## src/rtl/lcs_pkg.sv

```systemverilog
// Shared constants, types and pointer helpers for the linear convolution stream.
package lcs_pkg;

  localparam int MAX_TAPS = 32;
  localparam int TAP_AW   = (MAX_TAPS > 1) ? $clog2(MAX_TAPS) : 1;
  localparam int LEN_W    = $clog2(MAX_TAPS + 1);
  localparam int DATA_W   = 16;
  localparam int PROD_W   = 2 * DATA_W;
  localparam int ACC_W    = 40;

  typedef enum logic {
    OP_LOAD   = 1'b0,
    OP_SAMPLE = 1'b1
  } op_t;

  typedef struct packed {
    logic issue;
    logic first;
    logic last_tap;
    logic zero;
  } mac_cmd_t;

  function automatic logic [TAP_AW-1:0] ptr_dec(input logic [TAP_AW-1:0] p);
    logic [TAP_AW-1:0] r;
    if (p == '0) begin
      r = TAP_AW'(MAX_TAPS - 1);
    end else begin
      r = p - TAP_AW'(1);
    end
    return r;
  endfunction

  function automatic logic [TAP_AW-1:0] ptr_add(input logic [TAP_AW-1:0] p,
                                                input logic [TAP_AW-1:0] k);
    logic [TAP_AW:0] s;
    s = {1'b0, p} + {1'b0, k};
    if (s >= (TAP_AW + 1)'(MAX_TAPS)) begin
      s = s - (TAP_AW + 1)'(MAX_TAPS);
    end
    return s[TAP_AW-1:0];
  endfunction

endpackage

```

## src/rtl/linear_convolution_stream_top.sv

```systemverilog
// Top level of the linear convolution stream: kernel store, delay line, MAC and sequencer.
//
// A coefficient beat (operation 0) appends to the kernel store; the beat marked last closes
// the kernel, and the next coefficient starts a new one. A sample beat (operation 1) gives
// one result for the loaded kernel length L (1 to 32; an empty kernel gives 0): one tap is
// read from each store and fed to a single multiply-accumulate unit per cycle, followed by
// the read, product and accumulate registers and then the output register. A sample marked
// last then gives L-1 further tail results, each from another such pass, the final one
// carrying last_res, and the delay line is cleared. The block takes no new beat while a
// sample's results are being worked out, but does take one while the last result still
// waits in the output register. No clearing pass is needed after reset.
module linear_convolution_stream_top (
  input  logic                                clk,
  input  logic                                rst,
  input  logic                                in_valid,
  output logic                                in_stall,
  input  logic [0:0]                          operation,
  input  logic signed [lcs_pkg::DATA_W-1:0]   value,
  input  logic                                last,
  output logic                                out_valid,
  input  logic                                out_stall,
  output logic signed [lcs_pkg::ACC_W-1:0]    result,
  output logic                                last_res
);

  logic                               k_we;
  logic [lcs_pkg::TAP_AW-1:0]         k_waddr;
  logic [lcs_pkg::TAP_AW-1:0]         k_raddr;
  logic [lcs_pkg::DATA_W-1:0]         k_rdata;
  logic                               d_we;
  logic [lcs_pkg::TAP_AW-1:0]         d_waddr;
  logic [lcs_pkg::TAP_AW-1:0]         d_raddr;
  logic [lcs_pkg::DATA_W-1:0]         d_rdata;
  lcs_pkg::mac_cmd_t                  cmd;
  logic                               mac_done;
  logic signed [lcs_pkg::ACC_W-1:0]   mac_sum;

  lcs_ram #(
    .WIDTH (lcs_pkg::DATA_W),
    .DEPTH (lcs_pkg::MAX_TAPS)
  ) u_kernel (
    .clk   (clk),
    .we    (k_we),
    .waddr (k_waddr),
    .wdata (value),
    .raddr (k_raddr),
    .rdata (k_rdata)
  );

  lcs_ram #(
    .WIDTH (lcs_pkg::DATA_W),
    .DEPTH (lcs_pkg::MAX_TAPS)
  ) u_delay (
    .clk   (clk),
    .we    (d_we),
    .waddr (d_waddr),
    .wdata (value),
    .raddr (d_raddr),
    .rdata (d_rdata)
  );

  lcs_mac u_mac (
    .clk  (clk),
    .rst  (rst),
    .cmd  (cmd),
    .coef (signed'(k_rdata)),
    .samp (signed'(d_rdata)),
    .done (mac_done),
    .sum  (mac_sum)
  );

  lcs_seq u_seq (
    .clk       (clk),
    .rst       (rst),
    .in_valid  (in_valid),
    .in_stall  (in_stall),
    .operation (operation),
    .last      (last),
    .out_valid (out_valid),
    .out_stall (out_stall),
    .result    (result),
    .last_res  (last_res),
    .k_we      (k_we),
    .k_waddr   (k_waddr),
    .k_raddr   (k_raddr),
    .d_we      (d_we),
    .d_waddr   (d_waddr),
    .d_raddr   (d_raddr),
    .cmd       (cmd),
    .mac_done  (mac_done),
    .mac_sum   (mac_sum)
  );

endmodule

```

## src/rtl/lcs_ram.sv

```systemverilog
// Generic single-write, single-read RAM with registered read data.
module lcs_ram #(
  parameter int WIDTH = 16,
  parameter int DEPTH = 32
) (
  input  logic                                   clk,
  input  logic                                   we,
  input  logic [((DEPTH > 1) ? $clog2(DEPTH) : 1)-1:0] waddr,
  input  logic [WIDTH-1:0]                       wdata,
  input  logic [((DEPTH > 1) ? $clog2(DEPTH) : 1)-1:0] raddr,
  output logic [WIDTH-1:0]                       rdata
);

  logic [WIDTH-1:0] mem [DEPTH];

  always_ff @(posedge clk) begin
    if (we) begin
      mem[waddr] <= wdata;
    end
    rdata <= mem[raddr];
  end

endmodule

```

## src/rtl/lcs_mac.sv

```systemverilog
// Pipelined multiply-accumulate unit fed by the kernel and delay-line reads.
module lcs_mac (
  input  logic                                clk,
  input  logic                                rst,
  input  lcs_pkg::mac_cmd_t                   cmd,
  input  logic signed [lcs_pkg::DATA_W-1:0]   coef,
  input  logic signed [lcs_pkg::DATA_W-1:0]   samp,
  output logic                                done,
  output logic signed [lcs_pkg::ACC_W-1:0]    sum
);

  lcs_pkg::mac_cmd_t                     p1;
  lcs_pkg::mac_cmd_t                     p2;
  logic signed [lcs_pkg::PROD_W-1:0]     prod;
  logic signed [lcs_pkg::ACC_W-1:0]      acc;
  logic signed [lcs_pkg::ACC_W-1:0]      prod_ext;

  assign prod_ext = {{(lcs_pkg::ACC_W - lcs_pkg::PROD_W){prod[lcs_pkg::PROD_W-1]}}, prod};

  always_ff @(posedge clk) begin
    if (rst) begin
      p1   <= '0;
      p2   <= '0;
      done <= 1'b0;
    end else begin
      p1   <= cmd;
      p2   <= p1;
      done <= p2.issue & p2.last_tap;
    end
    if (p1.zero) begin
      prod <= '0;
    end else begin
      prod <= coef * samp;
    end
    if (p2.issue) begin
      acc <= (p2.first ? '0 : acc) + prod_ext;
    end
  end

  assign sum = acc;

endmodule

```

## src/rtl/lcs_seq.sv

```systemverilog
// Sequencer: kernel and delay-line bookkeeping, tap issue, tail generation, output beat.
module lcs_seq (
  input  logic                                clk,
  input  logic                                rst,
  input  logic                                in_valid,
  output logic                                in_stall,
  input  logic [0:0]                          operation,
  input  logic                                last,
  output logic                                out_valid,
  input  logic                                out_stall,
  output logic signed [lcs_pkg::ACC_W-1:0]    result,
  output logic                                last_res,
  output logic                                k_we,
  output logic [lcs_pkg::TAP_AW-1:0]          k_waddr,
  output logic [lcs_pkg::TAP_AW-1:0]          k_raddr,
  output logic                                d_we,
  output logic [lcs_pkg::TAP_AW-1:0]          d_waddr,
  output logic [lcs_pkg::TAP_AW-1:0]          d_raddr,
  output lcs_pkg::mac_cmd_t                   cmd,
  input  logic                                mac_done,
  input  logic signed [lcs_pkg::ACC_W-1:0]    mac_sum
);

  typedef enum logic [1:0] {
    S_IDLE,
    S_RUN,
    S_WAIT,
    S_EMIT
  } state_t;

  state_t                       state;
  logic [lcs_pkg::TAP_AW-1:0]   wp;
  logic [lcs_pkg::MAX_TAPS-1:0] vbits;
  logic [lcs_pkg::LEN_W-1:0]    klen;
  logic                         kclosed;
  logic [lcs_pkg::TAP_AW-1:0]   k;
  logic                         seq_last;
  logic [lcs_pkg::LEN_W-1:0]    tail;

  logic                         accept;
  logic                         is_sample;
  logic [lcs_pkg::LEN_W-1:0]    eff_len;
  logic                         room;
  logic [lcs_pkg::TAP_AW-1:0]   wp_next;
  logic                         k_end;
  logic                         emit_fire;
  logic                         final_now;

  assign in_stall  = (state != S_IDLE);
  assign accept    = in_valid & ~in_stall;
  assign is_sample = (operation == lcs_pkg::OP_SAMPLE);
  assign eff_len   = kclosed ? '0 : klen;
  assign room      = (eff_len < lcs_pkg::LEN_W'(lcs_pkg::MAX_TAPS));
  assign wp_next   = lcs_pkg::ptr_dec(wp);

  assign k_we    = accept & ~is_sample & room;
  assign k_waddr = eff_len[lcs_pkg::TAP_AW-1:0];
  assign d_we    = accept & is_sample;
  assign d_waddr = wp_next;

  assign k_raddr = k;
  assign d_raddr = lcs_pkg::ptr_add(wp, k);
  assign k_end   = (klen == '0) || ((lcs_pkg::LEN_W'(k) + lcs_pkg::LEN_W'(1)) == klen);

  always_comb begin
    cmd          = '0;
    cmd.issue    = (state == S_RUN);
    cmd.first    = (k == '0);
    cmd.last_tap = k_end;
    cmd.zero     = (klen == '0) || ~vbits[d_raddr];
  end

  assign emit_fire = (state == S_EMIT) & (~out_valid | ~out_stall);
  assign final_now = seq_last & ((tail + lcs_pkg::LEN_W'(1)) >= klen);

  always_ff @(posedge clk) begin
    if (rst) begin
      state     <= S_IDLE;
      wp        <= '0;
      vbits     <= '0;
      klen      <= '0;
      kclosed   <= 1'b1;
      k         <= '0;
      seq_last  <= 1'b0;
      tail      <= '0;
      out_valid <= 1'b0;
    end else begin
      if (emit_fire) begin
        out_valid <= 1'b1;
      end else if (~out_stall) begin
        out_valid <= 1'b0;
      end
      case (state)
        S_IDLE: begin
          if (accept) begin
            if (is_sample) begin
              wp             <= wp_next;
              vbits[wp_next] <= 1'b1;
              seq_last       <= last;
              tail           <= '0;
              k              <= '0;
              state          <= S_RUN;
            end else begin
              klen    <= room ? eff_len + lcs_pkg::LEN_W'(1) : eff_len;
              kclosed <= last;
            end
          end
        end
        S_RUN: begin
          if (k_end) begin
            state <= S_WAIT;
          end else begin
            k <= k + lcs_pkg::TAP_AW'(1);
          end
        end
        S_WAIT: begin
          if (mac_done) begin
            state <= S_EMIT;
          end
        end
        S_EMIT: begin
          if (emit_fire) begin
            result    <= mac_sum;
            last_res  <= final_now;
            if (final_now) begin
              vbits <= '0;
              state <= S_IDLE;
            end else if (seq_last) begin
              wp             <= wp_next;
              vbits[wp_next] <= 1'b0;
              tail           <= tail + lcs_pkg::LEN_W'(1);
              k              <= '0;
              state          <= S_RUN;
            end else begin
              state <= S_IDLE;
            end
          end
        end
        default: state <= S_IDLE;
      endcase
    end
  end

  a_done_in_wait: assert property (@(posedge clk) disable iff (rst)
    mac_done |-> (state == S_WAIT))
    else $error("sum completed outside the wait state");

  a_klen_range: assert property (@(posedge clk) disable iff (rst)
    klen <= lcs_pkg::LEN_W'(lcs_pkg::MAX_TAPS))
    else $error("kernel length beyond tap count");

  a_clear_after_final: assert property (@(posedge clk) disable iff (rst)
    (emit_fire && final_now) |=> (vbits == '0) && (state == S_IDLE))
    else $error("delay line not cleared after final result");

  a_issue_bound: assert property (@(posedge clk) disable iff (rst)
    (state == S_RUN && klen != '0) |-> (lcs_pkg::LEN_W'(k) < klen))
    else $error("tap index beyond kernel length");

endmodule

```

## config.mk

```make
export PLATFORM = sky130hd
export DESIGN_NAME = linear_convolution_stream_top
export DESIGN_NICKNAME = d
export VERILOG_FILES = /design/src/rtl/lcs_pkg.sv /design/src/rtl/linear_convolution_stream_top.sv /design/src/rtl/lcs_ram.sv /design/src/rtl/lcs_mac.sv /design/src/rtl/lcs_seq.sv
export SDC_FILE = /design/constraint.sdc
export NUM_CORES = 2
export LEC_CHECK = 0
export BUFFER_PORTS_ARGS = -buffer_cell sky130_fd_sc_hd__buf_2
export CAP_MARGIN = 20
export CORE_MARGIN = 5
export CORE_UTILIZATION = 50
export CTS_CLUSTER_SIZE = 14
export DETAILED_ROUTE_END_ITERATION = 7
export MAX_ROUTING_LAYER = met4
export PLACE_DENSITY = 0.67
export SETUP_SLACK_MARGIN = 0.3
export SYNTH_ARGS = -nofsm -noshare
export SYNTH_HDL_FRONTEND = slang
export SYNTH_HIERARCHICAL = 1
export SYNTH_SLANG_ARGS = --single-unit
```

## constraint.sdc

```tcl
create_clock -name clk -period 18.2 [get_ports clk]
set_input_delay 3.64 -clock clk [delete_from_list [all_inputs] [get_ports clk]]
set_output_delay 3.64 -clock clk [all_outputs]
set_load 0.01 [all_outputs]
```

==> results.json <==
{
  "status": "complete, no violations",
  "place.gp.congestion": 0.8929,
  "cts_max_path_buffers": 3,
  "fin_crit_sh": 0.3745,
  "vias": 35206,
  "criticalPathCategory": "flop to flop",
  "syn_inst": 4383,
  "dieWidth_um": 358.3,
  "cp.arrival_ns": 7.43,
  "wl_per_cell_um": 22.69,
  "hp-class": "flop to flop",
  "antenna_left": 0,
  "syn_area_per_cell_um2": 13.84,
  "final_max_slew_viol_count": 0,
  "crit_fanout": 16,
  "viasPerCell": 5.688,
  "die_area_um2": 128400,
  "setup-tns-final_ns": 0,
  "holdBufCountCts": 0,
  "cp.required_ns": 18.82,
  "finalHoldViolCount": 0,
  "setup.worst_path.end_class": "flop",
  "layout_common_cells": "edfxtp_1, mux2i_1, inv_1",
  "area_growth_pct": 10.03,
  "first_global_vias": 35005,
  "postCtsSetupBuffers": 0,
  "portBuffers": 64,
  "rows": 127,
  "clock_sinks": 1236,
  "cp_slowest_cell": "dfxtp_1",
  "synth-edff-count": 1105,
  "htree_levels": 4,
  "cts_resized": 0,
  "final_common_cell": "edfxtp_1",
  "synth_flop_cell": "edfxtp_1",
  "clk_latency_ns": 0.73,
  "globalRouteOverflowTotal": 0,
  "ff_latch_area_um2": 35810,
  "max_stage_delay_ns": 0.77,
  "drv_cap": 0,
  "rsz0062_at_grt": "no",
  "cp-start-kind": "flop",
  "cts_tree": "built",
  "io_pins": 65,
  "ys_seq_area_frac": 0.5901,
  "path_clk_slew_ns": 0.07,
  "drive_above_1_share": 0.09007,
  "syn-cell-area_um2": 60670,
  "fin_worst_skew_ns": 0.03295,
  "dp_cells": 5951,
  "relSlewSlack": 0.2546,
  "routed_wl_um": 140400,
  "fin_cells": 6189,
  "setup_violations": 0,
  "crit_chain": "nand2b_1, fa_1, fa_1, inv_1, fa_1, fa_1, fa_1, inv_1, fa_1, inv_1, ha_1, and3_1, nand4_1, a311oi_1, o31ai_1, a21o_1, a21oi_1, mux2_2",
  "start_util": 0.5044,
  "hpwl_um": 86570,
  "nFillCells": 9718,
  "worst_hold_slack_ns": 0.4135,
  "synthArstFlopShare": 0,
  "preCtsSetupSlack_ns": 11.40,
  "synth_nets": 4809,
  "drc": 0,
  "fmax_ghz": 0.1467,
  "multiInputGateArea_um2": 22250,
  "grt_pass1_wl_um": 214000,
  "cpMostUsedCell": "fa_1",
  "cts-root-buf": "clkbuf_16",
  "drt_iter0_drc": 3336,
  "nets": 4898,
  "finalCriticalPeriod_ns": 6.816,
  "synth_warnings": 6,
  "ys_types": 84,
  "layout_setup_ws_ns": 11.38,
  "grt_antenna_before_repair": 1,
  "worstMarginPinSlew_ns": 1.115,
  "fp.dieH_um": 358.3,
  "ys_seq_elements": 1236,
  "grt_max_degree": 115,
  "drt_pre_antenna_iters": 5,
  "cts_buffers": 131,
  "gr-usage-all-layers": 0.2257,
  "core_um2": 120300
}
[cell families after synthesis]
family,count (synthesis),synth area share
multiplexers,531,0.08971
flip-flops,1236,0.5901
AND/OR/NAND/NOR,929,0.07670
buffers and inverters,564,0.04477
adder cells (fa/ha/maj),404,0.1160
XOR/XNOR,80,0.01155
AO/OA/AOI/OAI,639,0.07115
[stage by stage]
stage / cell area, um^2 / util
floorplan: 60670 / -
finish: 66760 / 0.5550
CTS: 66750 / 0.5549
global route: 66750 / 0.5549
detailed placement: 62540 / 0.5199
global placement: 62520 / 0.5198
[flip-flops by register name, summed over array words and instances, names as in the netlist, 16 cells and up]
signal / cells
u_seq/vbits: 32
u_delay/mem: 512
u_seq/result: 40
u_mac/sum: 40
u_kernel/rdata: 16
u_delay/rdata: 16
u_kernel/mem: 512
u_mac/prod: 32
[layout make-up]
type                       instances  area share
clock buffer                     168     0.05242
clock inverter                    67     0.01068
timing repair buffer             168     0.01711
multi-input combinational       2583      0.3332
inverter                         352     0.01979
sequential                      1236      0.5364
tap                             1612     0.03021
antenna                            3   0.0001125
[worst max-delay path: cells and delay by family (launching register included)]
kind,cells,cell delay (ns)
DFF,1,0.77
adders and majority gates,7,3.53
buffers and inverters,3,0.17
and+or+nand+nor,3,0.67
muxes,1,0.35
AOI/OAI and AO/OA,4,1.19
[final timing paths]
path                          start  depth (start not counted)  slack (ns)          endpoint
setup reg to reg  u_kernel/rdata[0]                         18       11.38    u_mac/prod[30]
hold / removal        u_mac/sum[17]                          0        0.41  u_seq/result[17]
hold reg to reg       u_mac/sum[17]                          0        0.41  u_seq/result[17]
setup / recovery  u_kernel/rdata[0]                         18       11.38    u_mac/prod[30]
[synth_stat cells (17+ instances only)]
| library cell | instances | share of area |
|---|---|---|
| xor2_1 | 28 | 0.0040 |
| nand2b_1 | 21 | 0.0022 |
| a22oi_1 | 131 | 0.016 |
| o21a_1 | 17 | 0.0021 |
| and2_1 | 132 | 0.014 |
| xnor2_1 | 52 | 0.0075 |
| edfxtp_1 | 1105 | 0.55 |
| nor3_1 | 74 | 0.0061 |
| nor2_1 | 158 | 0.0098 |
| nand4_1 | 38 | 0.0039 |
| buf_2 | 46 | 0.0038 |
| inv_1 | 352 | 0.022 |
| nor2b_1 | 69 | 0.0071 |
| nand3_1 | 100 | 0.0082 |
| a31oi_1 | 43 | 0.0044 |
| a21boi_0 | 22 | 0.0027 |
| clkbuf_1 | 89 | 0.0055 |
| fa_1 | 264 | 0.087 |
| a21o_1 | 37 | 0.0046 |
| ha_1 | 140 | 0.029 |
| o21ai_0 | 56 | 0.0046 |
| buf_4 | 39 | 0.0048 |
| a22o_1 | 64 | 0.0092 |
| nand2_1 | 261 | 0.016 |
| dfxtp_1 | 131 | 0.043 |
| a21oi_1 | 185 | 0.015 |
| mux2i_1 | 519 | 0.086 |
[metal layers]
layer / up-vias / wire (um) / GRT usage
met5: - / 0 / -
met3: 169 / 7638 / 0.02927
li1: 16125 / - / -
met4: 0 / 2436 / 0.04966
met1: 17888 / 62020 / 0.3095
met2: 1024 / 68350 / 0.3659
Power is not shown: default switching activity piles up to over one toggle a cycle in this logic, so the estimate is an artifact.
